===== src/eppk_pkg.sv =====
`timescale 1ns / 1ps

package eppk_pkg;

  localparam int          SIG_W       = 64;
  localparam int          EXP_W       = 16;
  localparam logic [14:0] EXP_ALL_ONES = 15'h7FFF;
  localparam logic [15:0] EXP_BIAS    = 16'd16383;
  localparam logic [63:0] INT_BIT     = 64'h8000000000000000;
  localparam int          QUEUE_DEPTH = 2;

  localparam logic       KIND_UNPACK = 1'b0;
  localparam logic       KIND_PACK   = 1'b1;

  localparam logic [1:0] CLS_FINITE = 2'd0;
  localparam logic [1:0] CLS_INF    = 2'd1;
  localparam logic [1:0] CLS_NAN    = 2'd2;

  typedef enum logic [2:0] {
    OP_UNP_ZERO,
    OP_UNP_SPECIAL,
    OP_UNP_NORM,
    OP_PK_SPECIAL,
    OP_PK_ZERO,
    OP_PK_OVF,
    OP_PK_FIN,
    OP_PK_DENORM
  } op_t;

  typedef struct packed {
    op_t              op;
    logic             sign;
    logic [1:0]       cls;
    logic [EXP_W-1:0] exp;
    logic [SIG_W-1:0] sig;
  } entry_t;

  typedef struct packed {
    logic full;
    logic empty;
  } q_status_t;

  typedef enum logic {
    BK_IDLE,
    BK_RUN
  } state_t;

endpackage


===== src/eppk_front.sv =====
`timescale 1ns / 1ps

module eppk_front (
  input  logic                kind,
  input  logic                sign,
  input  logic [14:0]         exp_field,
  input  logic [1:0]          in_class,
  input  logic signed [31:0]  in_exponent,
  input  logic [63:0]         significand,
  output eppk_pkg::entry_t    entry
);

  localparam logic signed [33:0] BIAS_S   = 34'sd16383;
  localparam logic signed [33:0] BE_MAX   = 34'sd32766;
  localparam logic signed [33:0] BE_FLUSH = -34'sd63;
  localparam logic signed [33:0] ONE_S    = 34'sd1;

  logic signed [33:0] be;
  logic signed [33:0] sh;
  logic [14:0]        ef_eff;

  assign be     = $signed({{2{in_exponent[31]}}, in_exponent}) + BIAS_S;
  assign sh     = ONE_S - be;
  assign ef_eff = (exp_field == 15'd0) ? 15'd1 : exp_field;

  always_comb begin
    entry.op   = eppk_pkg::OP_UNP_ZERO;
    entry.sign = sign;
    entry.cls  = eppk_pkg::CLS_FINITE;
    entry.exp  = '0;
    entry.sig  = significand;
    if (kind == eppk_pkg::KIND_UNPACK) begin
      if (significand == '0) begin
        entry.op = eppk_pkg::OP_UNP_ZERO;
      end else if (exp_field == eppk_pkg::EXP_ALL_ONES) begin
        entry.op  = eppk_pkg::OP_UNP_SPECIAL;
        entry.cls = (significand == eppk_pkg::INT_BIT) ? eppk_pkg::CLS_INF
                                                      : eppk_pkg::CLS_NAN;
      end else begin
        entry.op  = eppk_pkg::OP_UNP_NORM;
        entry.exp = {1'b0, ef_eff} - eppk_pkg::EXP_BIAS;
      end
    end else begin
      if (in_class == eppk_pkg::CLS_INF) begin
        entry.op  = eppk_pkg::OP_PK_SPECIAL;
        entry.sig = eppk_pkg::INT_BIT;
      end else if (in_class != eppk_pkg::CLS_FINITE) begin
        entry.op  = eppk_pkg::OP_PK_SPECIAL;
      end else if (significand == '0) begin
        entry.op  = eppk_pkg::OP_PK_ZERO;
      end else if (be > BE_MAX) begin
        entry.op  = eppk_pkg::OP_PK_OVF;
      end else if (be <= BE_FLUSH) begin
        entry.op  = eppk_pkg::OP_PK_ZERO;
      end else if (be <= 34'sd0) begin
        entry.op  = eppk_pkg::OP_PK_DENORM;
        entry.exp = {10'd0, sh[5:0]};
      end else begin
        entry.op  = eppk_pkg::OP_PK_FIN;
        entry.exp = be[15:0];
      end
    end
  end

endmodule


===== src/eppk_queue.sv =====
`timescale 1ns / 1ps

module eppk_queue (
  input  logic                  clk,
  input  logic                  rst,
  input  logic                  push,
  input  eppk_pkg::entry_t      wr_entry,
  input  logic                  pop,
  output eppk_pkg::entry_t      rd_entry,
  output eppk_pkg::q_status_t   status
);

  eppk_pkg::entry_t slots [eppk_pkg::QUEUE_DEPTH];
  logic             wr_ptr;
  logic             rd_ptr;
  logic [1:0]       count;

  assign status.full  = (count == 2'(eppk_pkg::QUEUE_DEPTH));
  assign status.empty = (count == 2'd0);
  assign rd_entry     = slots[rd_ptr];

  always_ff @(posedge clk) begin
    if (push) begin
      slots[wr_ptr] <= wr_entry;
    end
  end

  always_ff @(posedge clk) begin
    if (rst) begin
      wr_ptr <= 1'b0;
      rd_ptr <= 1'b0;
      count  <= 2'd0;
    end else begin
      if (push) begin
        wr_ptr <= ~wr_ptr;
      end
      if (pop) begin
        rd_ptr <= ~rd_ptr;
      end
      if (push && !pop) begin
        count <= count + 2'd1;
      end else if (pop && !push) begin
        count <= count - 2'd1;
      end
    end
  end

endmodule


===== src/eppk_back.sv =====
`timescale 1ns / 1ps

module eppk_back (
  input  logic                 clk,
  input  logic                 rst,
  input  eppk_pkg::entry_t     rd_entry,
  input  eppk_pkg::q_status_t  status,
  output logic                 pop,
  output logic                 done,
  output logic [1:0]           out_class,
  output logic                 out_sign,
  output logic signed [15:0]   out_exponent,
  output logic [63:0]          out_significand,
  output logic [15:0]          out_sign_exponent,
  output logic                 overflow
);

  eppk_pkg::state_t state;
  eppk_pkg::state_t state_next;
  eppk_pkg::op_t    op;
  logic             sign;
  logic [1:0]       cls;
  logic [15:0]      exp;
  logic [63:0]      sig;

  logic             step;
  logic             finish;
  logic [2:0]       lz;

  logic [1:0]       out_class_next;
  logic             out_sign_next;
  logic [15:0]      out_exponent_next;
  logic [63:0]      out_significand_next;
  logic [15:0]      out_sign_exponent_next;
  logic             overflow_next;

  always_comb begin
    lz = 3'd7;
    for (int i = 0; i < 8; i++) begin
      if (sig[56 + i]) begin
        lz = 3'(7 - i);
      end
    end
  end

  always_comb begin
    state_next = state;
    case (state)
      eppk_pkg::BK_IDLE: begin
        if (!status.empty) begin
          state_next = eppk_pkg::BK_RUN;
        end
      end
      eppk_pkg::BK_RUN: begin
        if (finish && status.empty) begin
          state_next = eppk_pkg::BK_IDLE;
        end
      end
      default: state_next = eppk_pkg::BK_IDLE;
    endcase
  end

  always_comb begin
    step   = 1'b0;
    finish = 1'b0;
    case (state)
      eppk_pkg::BK_IDLE: begin
        step   = 1'b0;
        finish = 1'b0;
      end
      eppk_pkg::BK_RUN: begin
        step   = (op == eppk_pkg::OP_UNP_NORM) && (sig[63:56] == 8'd0);
        finish = !step;
      end
      default: begin
        step   = 1'b0;
        finish = 1'b0;
      end
    endcase
    pop = ((state == eppk_pkg::BK_IDLE) || finish) && !status.empty;
  end

  always_comb begin
    out_class_next         = eppk_pkg::CLS_FINITE;
    out_sign_next          = 1'b0;
    out_exponent_next      = '0;
    out_significand_next   = '0;
    out_sign_exponent_next = '0;
    overflow_next          = 1'b0;
    case (op)
      eppk_pkg::OP_UNP_ZERO: begin
        out_sign_next = sign;
      end
      eppk_pkg::OP_UNP_SPECIAL: begin
        out_sign_next        = sign;
        out_class_next       = cls;
        out_significand_next = sig;
      end
      eppk_pkg::OP_UNP_NORM: begin
        out_sign_next        = sign;
        out_exponent_next    = exp - {13'd0, lz};
        out_significand_next = sig << lz;
      end
      eppk_pkg::OP_PK_SPECIAL: begin
        out_sign_exponent_next = {sign, eppk_pkg::EXP_ALL_ONES};
        out_significand_next   = sig;
      end
      eppk_pkg::OP_PK_ZERO: begin
        out_sign_exponent_next = {sign, 15'd0};
      end
      eppk_pkg::OP_PK_OVF: begin
        overflow_next = 1'b1;
      end
      eppk_pkg::OP_PK_FIN: begin
        out_sign_exponent_next = {sign, exp[14:0]};
        out_significand_next   = sig;
      end
      eppk_pkg::OP_PK_DENORM: begin
        out_sign_exponent_next = {sign, 15'd0};
        out_significand_next   = sig >> exp[5:0];
      end
      default: begin
        overflow_next = 1'b0;
      end
    endcase
  end

  always_ff @(posedge clk) begin
    if (rst) begin
      state <= eppk_pkg::BK_IDLE;
      done  <= 1'b0;
    end else begin
      state <= state_next;
      done  <= finish;
    end
  end

  always_ff @(posedge clk) begin
    if (pop) begin
      op   <= rd_entry.op;
      sign <= rd_entry.sign;
      cls  <= rd_entry.cls;
      exp  <= rd_entry.exp;
      sig  <= rd_entry.sig;
    end else if (step) begin
      exp <= exp - 16'd8;
      sig <= {sig[55:0], 8'd0};
    end
    if (finish) begin
      out_class         <= out_class_next;
      out_sign          <= out_sign_next;
      out_exponent      <= out_exponent_next;
      out_significand   <= out_significand_next;
      out_sign_exponent <= out_sign_exponent_next;
      overflow          <= overflow_next;
    end
  end

  a_done_from_run: assert property (@(posedge clk) disable iff (rst)
    done |-> $past(state == eppk_pkg::BK_RUN))
    else $error("result strobe without a finishing step");

  a_norm_holds: assert property (@(posedge clk) disable iff (rst)
    step |=> (state == eppk_pkg::BK_RUN) && (op == eppk_pkg::OP_UNP_NORM))
    else $error("normalization left before completion");

  a_norm_result: assert property (@(posedge clk) disable iff (rst)
    (finish && (op == eppk_pkg::OP_UNP_NORM)) |=> out_significand[63])
    else $error("unpacked significand not normalized");

  a_ovf_clean: assert property (@(posedge clk) disable iff (rst)
    (done && overflow) |-> (out_significand == '0) && (out_sign_exponent == '0))
    else $error("overflow result carries a nonzero encoding");

endmodule


===== src/extended_precision_unpack_pack.sv =====
`timescale 1ns / 1ps

// Converts between the 80-bit extended layout and an unpacked
// class/sign/exponent/significand form.
// Input: drive kind and the payload ports and raise start; a word is taken
// at a rising edge where start is high and busy is low. busy is high while
// the two-entry queue between the classifying front and the back is full.
// Output: done is high for exactly one cycle with the result on the out_*
// ports; the receiver cannot stall, so every result must be taken then.
// Unpack of a nonzero finite value adds a byte-wise shift step in the back
// for each whole leading zero byte of the significand (zero to seven); all
// other words take no such step.
// Throughput: one word per cycle except for normalization, which holds the
// back for its shift steps; the back's byte-wise shift loop sets that rate.
// Reset clears the queue and the back; results in flight are dropped.
module extended_precision_unpack_pack (
  input  logic                clk,
  input  logic                rst,
  input  logic                start,
  output logic                busy,
  input  logic                kind,
  input  logic                sign,
  input  logic [14:0]         exp_field,
  input  logic [1:0]          in_class,
  input  logic signed [31:0]  in_exponent,
  input  logic [63:0]         significand,
  output logic                done,
  output logic [1:0]          out_class,
  output logic                out_sign,
  output logic signed [15:0]  out_exponent,
  output logic [63:0]         out_significand,
  output logic [15:0]         out_sign_exponent,
  output logic                overflow
);

  eppk_pkg::entry_t    wr_entry;
  eppk_pkg::entry_t    rd_entry;
  eppk_pkg::q_status_t status;
  logic                push;
  logic                pop;

  assign busy = status.full;
  assign push = start && !busy;

  eppk_front u_front (
    .kind        (kind),
    .sign        (sign),
    .exp_field   (exp_field),
    .in_class    (in_class),
    .in_exponent (in_exponent),
    .significand (significand),
    .entry       (wr_entry)
  );

  eppk_queue u_queue (
    .clk      (clk),
    .rst      (rst),
    .push     (push),
    .wr_entry (wr_entry),
    .pop      (pop),
    .rd_entry (rd_entry),
    .status   (status)
  );

  eppk_back u_back (
    .clk               (clk),
    .rst               (rst),
    .rd_entry          (rd_entry),
    .status            (status),
    .pop               (pop),
    .done              (done),
    .out_class         (out_class),
    .out_sign          (out_sign),
    .out_exponent      (out_exponent),
    .out_significand   (out_significand),
    .out_sign_exponent (out_sign_exponent),
    .overflow          (overflow)
  );

endmodule


===== config.mk =====
export PLATFORM = sky130hd
export DESIGN_NAME = extended_precision_unpack_pack
export DESIGN_NICKNAME = d
export VERILOG_FILES = /design/src/eppk_pkg.sv /design/src/eppk_front.sv /design/src/eppk_queue.sv /design/src/eppk_back.sv /design/src/extended_precision_unpack_pack.sv
export SDC_FILE = /design/constraint.sdc
export NUM_CORES = 1
export LEC_CHECK = 0
export BUFFER_PORTS_ARGS = -buffer_cell sky130_fd_sc_hd__buf_2
export CAP_MARGIN = 20
export CORE_MARGIN = 8
export CORE_UTILIZATION = 45
export DETAILED_ROUTE_END_ITERATION = 16
export HOLD_SLACK_MARGIN = 0.08
export MAX_ROUTING_LAYER = met4
export PLACE_DENSITY = 0.64
export RECOVER_POWER = 100
export SLEW_MARGIN = 20
export SYNTH_ARGS = -nofsm -noshare
export SYNTH_HDL_FRONTEND = slang
export SYNTH_SLANG_ARGS = --single-unit

===== constraint.sdc =====
create_clock -name clk -period 9.84 [get_ports clk]
set_clock_uncertainty 0.15 [all_clocks]
set_input_delay 1.968 -clock clk [delete_from_list [all_inputs] [get_ports clk]]
set_output_delay 1.968 -clock clk [all_outputs]
set_load 0.01 [all_outputs]

Word-level counts from Yosys, hierarchy flattened
Memories as Yosys holds them, arrays and structs flattened. A register that Yosys moved wholly into a read port is not among the register bits.
Cells that the tools add are included.
{ "totals": {"regBits": 192, "ramBits": 172, "input_bits": 118, "output_inout_bits": 102, "memories": 1} }
{ "memory_table": {"columns": ["memory", "words", "width", "rd", "rd_ports_with_merged_regs", "wr", "line", "rtl"], "rows": [
  ["u_queue.slots", 2, 86, 1, 1, 1, "eppk_queue.sv:13", "eppk_pkg::entry_t slots [eppk_pkg::QUEUE_DEPTH];"]
]} }
{ "classes": {"n_addsub": 7, "magnitude_cmp": 3, "eq_ne": 11, "shifts": 2, "muxes": 49, "bitwise_logic": 3, "reduce_logical": 23} }
{ "op_table": {"columns": ["operator", "n"], "rows": [
  ["two-way mux 64 bit", 4],
  ["one-hot mux 64 bit (3 select lines)", 1],
  ["two-way mux 16 bit", 10],
  ["== test 64 bit (second input constant)", 1],
  ["zero test 64 bit", 1],
  ["<< shifter 64 x 3 -> 64 bit", 1],
  ["right shift 64 x 6 -> 64 bit", 1],
  ["one-hot mux 16 bit (3 select lines)", 1],
  ["adder 32 x 15 -> 33 bit (second input constant)", 1],
  ["greater-than comparator 33 x 16 -> 1 bit (second input constant)", 1],
  ["less-or-equal comparator 33 x 1 -> 1 bit (second input constant)", 1],
  ["less-or-equal comparator 33 x 7 -> 1 bit (second input constant)", 1],
  ["two-way mux 3 bit", 10],
  ["two-way mux 18 bit", 1],
  ["two-way mux 2 bit", 9],
  ["subtractor 15 x 14 -> 16 bit (second input constant)", 1],
  ["subtractor 16 x 3 -> 16 bit", 1],
  ["subtractor 16 x 4 -> 16 bit (second input constant)", 1],
  ["== test 15 bit (second input constant)", 1],
  ["zero test 15 bit", 1],
  ["two-way mux 15 bit", 1],
  ["== test 3 bit (second input constant)", 4],
  ["two-way mux 1 bit", 9],
  ["zero test 8 bit", 1],
  ["other kinds (17)", 34]
]} }

Longest topological paths before layout
Gate-level depths: netlist of the first run.
{ "depth": {"word_depth": 9, "mapped_depth": 17, "depth_no_buf": 13} }

By module
A second synthesis of the first run with hierarchy kept.
{ "unflattened": {"cells_unflattened": 1944, "hier_area_um2": 23294.8} }
{ "modules_own_cells": {"columns": ["mod", "instances", "cells_per_inst", "area_per_inst_um2"], "rows": [
  ["eppk_back", 1, 1283, 14296.2],
  ["eppk_queue", 1, 290, 6615.1],
  ["eppk_front", 1, 370, 2369.8],
  ["extended_precision_unpack_pack", 1, 1, 13.8]
]} }

Worst setup path after synthesis of the first run
Ideal clock, no wire load.
{ "synth_timing": {"kind": "reg-to-reg", "startpoint": "reg u_back.op[0]", "endpoint": "reg u_back.out_class[0] (enable)", "setup_time_ps": 713, "arrival_time_ps": 8663, "path_slack_ps": 314, "stages_incl_launch_ff": 9, "synth_period_minus_slack_ps": 9526, "cell_sequence": "edfxtp_1 clkbuf_1 nand2b_1 clkbuf_1 or2_2 clkbuf_1 nor2_1 clkbuf_1 a21boi_0"} }
{ "synth_via": {"elab_chain_cells": 4} }
{ "synth_lines": {"columns": ["element", "line", "rtl"], "rows": [
  ["start, declared", "eppk_back.sv:20", "eppk_pkg::op_t op;"],
  ["start signal, assigned", "eppk_back.sv:140", "op <= rd_entry.op;"],
  ["== test 3 x 2 -> 1 bit", "eppk_back.sv:72", "step = (op == eppk_pkg::OP_UNP_NORM) && (sig[63:56] == 8'd0);"],
  ["logical AND 1 bit", "eppk_back.sv:72", null],
  ["zero test 1 bit", "eppk_back.sv:73", "finish = !step;"],
  ["one-hot mux 1 bit (2 select lines)", "eppk_back.sv:66", "case (state)"],
  ["net u_back.finish", "eppk_back.sv:27", "logic finish;"],
  ["end signal, assigned", "eppk_back.sv:150", "out_class <= out_class_next;"],
  ["end, declared", "eppk_back.sv:10", "output logic [1:0] out_class,"]
]} }
The timed path passes the listed nets, and every way through them passes these cells.
A chain may end at the register's enable or synchronous reset.

Worst setup path after layout of the first run
{ "layout_timing": {"startpoint": "reg u_back.op[0]", "endpoint": "reg u_back.sig[37], data pin"} }
{ "layout_via": {"elab_chain_cells": 7} }
{ "layout_lines": {"columns": ["element", "line", "rtl"], "rows": [
  ["== test 3 x 2 -> 1 bit", "eppk_back.sv:72", null],
  ["logical AND 1 bit", "eppk_back.sv:72", null],
  ["zero test 1 bit", "eppk_back.sv:73", null],
  ["one-hot mux 1 bit (2 select lines)", "eppk_back.sv:66", null],
  ["logical OR 1 bit", "eppk_back.sv:80", "pop = ((state == eppk_pkg::BK_IDLE) || finish) && !status.empty;"],
  ["logical AND 1 bit", "eppk_back.sv:80", null],
  ["two-way mux 64 bit", "eppk_back.sv:139", "if (pop) begin"],
  ["end signal, assigned", "eppk_back.sv:144", "sig <= rd_entry.sig;"],
  ["end signal, assigned", "eppk_back.sv:147", "sig <= {sig[55:0], 8'd0};"],
  ["end, declared", "eppk_back.sv:24", "logic [63:0] sig;"]
]} }
Every way passes these cells.

==> results of run 1 <==
power groups by stage:
stage	logic (W)	registers [W]	clock network (W)
6_report	0.00500	0.00312	0.00143
5_1_grt	0.00544	0.00315	0.00152
4_1_cts	0.00497	0.00307	0.00147
3_5_place_dp	0.00495	0.00310	0
3_3_place_gp	0.00490	0.00308	0
2_1_floorplan	0.00363	0.00285	0
worst max-delay path: cells and delay by family (launching register included):
family,cells,cell delay (ns)
buf+inv,5,3.56
compound gates,2,0.29
flops,1,0.97
simple gates,4,1.81
flip-flops by register name, indices dropped and copies added (netlist names), named ones only:
| register | count |
|---|---|
| u_back.cls | 2 |
| u_back.done | 1 |
| u_back.exp | 16 |
| u_back.op | 3 |
| u_back.out_class | 2 |
| u_back.out_exponent | 16 |
| u_back.out_sign | 1 |
| u_back.out_sign_exponent | 16 |
| u_back.out_significand | 64 |
| u_back.overflow | 1 |
| u_back.sig | 64 |
| u_back.sign | 1 |
| u_back.state | 1 |
| u_queue.count | 2 |
| u_queue.rd_ptr | 1 |
| u_queue.slots | 172 |
| u_queue.wr_ptr | 1 |
final cells by class:
class	instances	area (um^2)	share of cell area
antenna	3	7.51	0.000298
clock buffer	49	1080	0.0427
clock inverter	24	181	0.00720
inverter	42	160	0.00636
multi-input combinational	1602	10900	0.431
sequential	365	10900	0.432
tap	672	841	0.0334
timing repair buffer	250	1160	0.0463
worst max-delay path by stage:
stage,start,end,slack [ns],cells after the start
2_1_floorplan,u_back.op[0],u_back.out_class[0],0.31,8
3_3_place_gp,in_exponent[0],u_queue.slots[0][68],4.03,11
3_5_place_dp,in_exponent[0],u_queue.slots[0][67],3.96,11
4_1_cts,u_back.op[0],u_back.sig[39],4.38,11
5_1_grt,u_back.exp[0],u_back.out_significand[0],2.31,11
6_report,u_back.op[0],u_back.sig[37],2.69,11
layer usage:
layer / vias up / share of wire
li1: 8308 / -
met1: 8758 / 0.45
met2: 752 / 0.45
met3: 110 / 0.075
met4: 0 / 0.026
met5: - / 0
kinds of logic after synthesis:
kind of cell,count (synthesis),share of synthesized area
AOI/OAI and AO/OA,463,0.126
xor gates and xnor gates,63,0.0245
adders and majority gates,12,0.00699
buffers and inverters,204,0.0354
DFF,365,0.483
muxes,303,0.169
and+or+nand+nor,761,0.155
metrics by stage:
| step | power, W | worst slack (ns) |
|---|---|---|
| after global placement | 0.00798 | 4.03 |
| after detailed placement | 0.00805 | 3.96 |
| final | 0.00955 | 2.69 |
| after global routing | 0.0101 | 2.31 |
| after CTS | 0.00951 | 4.38 |
| after floorplan | 0.00648 | 0.314 |
cells in the mapped netlist (all sizes together), types with 3 or more instances:
library cell,n
and4,4
clkbuf,126
nor3,25
nand2,329
ha,11
a211oi,16
a21oi,210
mux4,61
nor3b,5
inv,41
or3b,3
xnor2,35
or2,5
mux2i,234
nor4,32
nand3b,3
nor4b,3
nand3,33
xor2,28
a31oi,9
and2,74
nor2,193
nand2b,7
buf,36
dfxtp,7
o21ai,95
mux2,8
nor2b,5
a21o,3
o21a,5
o2bb2ai,10
o31ai,9
nand4,9
o211ai,3
a2111oi,3
o221ai,13
a221o,13
or3,10
a221oi,5
edfxtp,358
o22ai,18
a22oi,14
and3,12
a21boi,18
==> reports/metrics.yaml, run 1 <==
layout:
  area_growth_syn_to_layout_pct: 11.6
  final_core_util: 0.505
  final_cell_mix: "358 x edfxtp_1, 327 x nand2_1, 234 x mux2i_1"
  mostFrequentLayoutCell: "edfxtp_1"
  layout.cells.non_filler: 3007
  nets: 2431
  fillerInstances: 4678
  layout-drive-gt1-share: 0.123
  finalInstanceArea_um2: 25200
timing:
  timing.final.crit_share: 0.726
  hold_violations: 0
  rsz0062_at_grt: "false"
  setup_tns_ns: 0
  slew_headroom: -1.95
  fmax_mhz: 140
  worst_slew_pin_slew_ns: 4.42
  report.final.setup_viol: 0
  whs_ns: 0.367
  min_period_ns: 7.15
  drv_slew: 393
power:
  swShare: 0.460
  combPwrFrac: 0.524
  seqPwrFrac: 0.326
  vdd_ir_drop_max_mv: 0.173
  switchingPower_w: 0.00439
  leakage_nw: 9.17
  power_frac_clock: 0.150
  powerDensity_nw_per_um2: 379
  p_int_w: 0.00516
clock_network:
  cts_max_path_buffers: 3
  cts_buffers: 40
  htree_levels: 2
  clkSinkCount: 365
  ctsRootBufferMaster: "clkbuf_16"
  cts_tree: "built"
  clk_latency_ns: 0.58
  post_cts_buffers: 0
  cts.repair.resized: 0
  path_clk_slew_ns: 0.06
  holdBufCountCts: 0
outcome:
  violations: "max-capacitance violations, max-slew violations"
  status: "complete, but fails checks"
critical_path:
  cp.required_ns: 9.95
  cp.arrival_ns: 7.26
  crit_type: "reg -> reg"
  worstPathMaxFanout: 88
  timing.rr.start: "u_back.op[0]"
  endpoint_kind: "flop"
  cp_slowest_cell: "clkbuf_1"
  critical-path-max-stage-delay_ns: 1.80
  rrSetupSlack_ns: 2.69
  reg2reg_depth: 11
  cp-start-kind: "flop"
  worstReg2RegEnd: "u_back.sig[37]"
  timing.critical_path.cells: "nand2b_1 -> or2_2 -> clkbuf_1 -> nor2_1 -> clkbuf_1 -> nand3_1 -> o21ai_0 -> buf_4 -> inv_4 -> buf_4 -> a21oi_1"
detailed_routing:
  ant_nets: 0
  first_iter_violations: 1960
  viasPerCell: 5.96
  vias: 17900
  drt-wirelength-per-cell_um: 23.0
  drtPass1Iterations: 6
  drc: 0
  drt-total-wl_mm: 69.3
grt:
  grt_use_met1: 0.338
  grt_usage: 0.240
  antenna_found_initial: 4
  grt.busiest_layer: "met2"
  grt_overflow: 0
  grt_pass1_vias: 17300
  met3_usage: 0.0355
  grt_max_degree: 89
  grt_first_pass_wirelength_mm: 104
  grtUsageMet2: 0.360
synthesis:
  synth_async_sr_flop_share: 0
  synthTopCellsByArea: "edfxtp_1 48%, mux2i_1 10%, mux4_2 6.1%"
  synth_fp_nets: 2301
  syn_inst: 2171
  synth_cell_types: 83
  synth_edf_count: 358
  seq_area_frac_synth: 0.483
  synth_top_cell_by_area: "edfxtp_1"
  yosys_warnings: 0
  synth_ff_type: "edfxtp_1"
  ys_ff_latch: 365
  avgSynthCellArea_um2: 10.4
  syn_area_um2: 22600
  yosysTopAreaCellShare: 0.477
floorplan:
  die_w_um: 240
  initial_core_util: 0.452
  rows: 82
  dieArea_um2: 57600
  die_height_um: 240
  core-area_um2: 49900
  io_pins: 220
hold_path:
  hold_path_class: "reg -> reg"
  hold_start: "u_queue.rd_ptr"
  min_path_cells: 2
placement:
  dp_hpwl_mm: 50.6
  globalplace.congestion: 1.02
  place_inst: 2930
  place_area_um2: 24100
  portBuffers: 219
job:
  max-cap-violations: 8
Note: power is estimated with default switching activity, not from simulation.
==> run 2: changes to the inputs <==
==> constraint.sdc (replaced) <==
create_clock -name clk -period 5.89 [get_ports clk]
set_clock_uncertainty 0.15 [all_clocks]
set_input_delay 1.178 -clock clk [delete_from_list [all_inputs] [get_ports clk]]
set_output_delay 1.178 -clock clk [all_outputs]
set_load 0.01 [all_outputs]
==> run 2 against run 1 <==
The run still ends with max-capacitance violations, max-slew violations left. Setup slack worse by 1.8 ns. Register-to-register slack worse by 1.8 ns. Total power rose by 71%. Maximum frequency increased by 44%. Combinational power increased by 70%. Largest power group unchanged.
==> reports/metrics.yaml, run 2 (synthesized netlist as in run 1, its figures left out) <==
outcome:
  status: "complete, but fails checks"
  violations: "max-capacitance violations, max-slew violations"
layout:
  nets: 2431  # unchanged
  fillerInstances: 4638  # -0.86%
  regMostFlops: "u_queue.slots"
  reg_top3: "u_queue.slots (172), u_back.out_significand (64), u_back.sig (64)"
  area_growth_syn_to_layout_pct: 12.4
  final_cell_mix: "358 x edfxtp_1, 328 x nand2_1, 234 x mux2i_1"
  mostFrequentLayoutCell: "edfxtp_1"
  largest_reg_flops: 172  # unchanged
  layout-drive-gt1-share: 0.126  # +0.00354
critical_path:
  cp.arrival_ns: 5.10  # -2.16 ns
  timing.critical_path.cells: "clkbuf_1 -> clkbuf_2 -> mux4_2 -> mux2i_1 -> nand2_1 -> o21ai_0 -> mux2_2 -> nand2_1 -> o21ai_0 -> o21ai_0"
  crit_type: "reg -> reg"
  cp.required_ns: 6.02  # -3.93 ns
  critical-path-max-stage-delay_ns: 1.28  # -0.52 ns
  cp-start-kind: "flop"
  timing.critical_path.mode_cell: "o21ai_0"
  cp_slowest_cell: "clkbuf_2"
  worstPathMaxFanout: 55  # -38%
  endpoint_kind: "flop"
grt:
  grt_pass1_vias: 17400  # +0.99%
  antenna_found_initial: 1  # -3
  grt_max_degree: 127  # +43%
  grt_usage: 0.243  # +0.00289
  grt_overflow: 0  # unchanged
  grt_first_pass_wirelength_mm: 105  # +1.1%
placement:
  dp_hpwl_mm: 51.0  # +0.70%
  globalplace.congestion: 0.988  # -3.3%
  portBuffers: 219  # unchanged
clock_network:
  clkSinkCount: 365  # unchanged
  ctsRootBufferMaster: "clkbuf_16"
  path_clk_slew_ns: 0.06  # about the same
  cts_tree: "built"
  clk_latency_ns: 0.57  # about the same
  post_cts_buffers: 0  # unchanged
  cts_buffers: 39  # -2.5%
  cts.repair.resized: 0  # unchanged
  cts_max_path_buffers: 3  # unchanged
  htree_levels: 2  # unchanged
  holdBufCountCts: 0  # unchanged
floorplan:
  core-area_um2: 49900  # unchanged
  die_w_um: 240  # unchanged
  dieArea_um2: 57600  # unchanged
  rows: 82  # unchanged
  die_height_um: 240  # unchanged
  initial_core_util: 0.452  # unchanged
  io_pins: 220  # unchanged
detailed_routing:
  ant_nets: 0  # unchanged
  viasPerCell: 6.00  # +0.66%
  drtPass1Iterations: 5  # -1
  vias: 18000  # +0.53%
  first_iter_violations: 2042  # +4.2%
  drc: 0  # unchanged
  drt-total-wl_mm: 69.9  # +0.94%
  drt-wirelength-per-cell_um: 23.3  # +1.1%
power:
  combPwrFrac: 0.522  # -0.002
  power_frac_clock: 0.160  # +0.010
  powerDensity_nw_per_um2: 644  # +70%
  swShare: 0.456  # -0.00398
  p_int_w: 0.00888  # +72%
  seqPwrFrac: 0.318  # -0.008
  finalPower_w: 0.0163  # +71%
  leakage_nw: 9.24  # +0.81%
  switchingPower_w: 0.00745  # +69%
  vdd_ir_drop_max_mv: 0.362  # +110%
timing:
  slew_headroom: -0.770  # +1.18
  whs_ns: 0.382  # +0.0159 ns
  min_period_ns: 4.97  # -2.18 ns
  drv_slew: 508  # +29%
  timing.final.crit_share: 0.844  # +0.117
  hold_violations: 0  # unchanged
  rsz0062_at_grt: "false"
  worst_slew_pin_slew_ns: 2.65  # -1.77 ns
  report.final.setup_viol: 0  # unchanged
  setup_tns_ns: 0  # unchanged
  fmax_mhz: 201  # +44%
hold_path:
  hold_path_class: "reg -> reg"
job:
  max-cap-violations: 9  # +1
-- run 2: stage by stage --
step	util	worst slack [ns]	std cells	area, um^2
3_3_place_gp	0.486	0.862	2932	24300
2_1_floorplan	-	0.360	2171	22600
4_1_cts	0.514	1.50	3002	25600
5_1_grt	0.508	0.635	3002	25400
3_5_place_dp	0.486	0.938	2932	24300
6_report	0.508	0.921	3003	25400
-- run 2: path summary, 6_finish.rpt --
check,from,slack [ns],depth (start not counted),end
worst min-delay path,u_queue.rd_ptr,0.38,2,flop
worst max register to register,u_back.exp[1],0.92,10,u_back.out_significand[0]
worst min register to register,u_queue.rd_ptr,0.38,2,flop
worst max-delay path,u_back.exp[1],0.92,10,u_back.out_significand[0]
-- run 2: cell type report --
cell class | instances | area [um^2] | share of cell area
flip-flops and latches | 365 | 10900 | 0.430
clock buffers | 47 | 1030 | 0.0405
multi-input cells | 1602 | 10900 | 0.429
clock inverters | 23 | 338 | 0.0133
diodes | 1 | 2.50 | 0.0000987
repair buffers | 251 | 1220 | 0.0481
well taps | 672 | 841 | 0.0332
inverters | 42 | 160 | 0.00632
-- run 2: critical path: cells and delay by family, from the launching register on --
family                 cells  cell delay, ns
DFF                        1            0.32
AOI/OAI and AO/OA          3            0.86
buffers and inverters      2            2.08
muxes                      3            1.04
and+or+nand+nor            2            0.22
-- run 2: power by group through the flow --
stage	Combinational (W)	Clock, W	Sequential, W
after detailed placement	0.00845	0	0.00516
after CTS	0.00848	0.00267	0.00511
after global routing	0.00924	0.00277	0.00526
after floorplan	0.00606	0	0.00472
after global placement	0.00838	0	0.00514
final	0.00852	0.00262	0.00519
-- run 2: routing by layer --
layer  wire length, um  up-vias  part of all wire  global-route usage
met5                 0        -                 0                   -
met4              1920        0             0.027              0.0710
met3              5650      111             0.081              0.0304
met2             31800      789              0.45               0.366
met1             30600     8810              0.44               0.342
li1                  -     8313                 -                   -
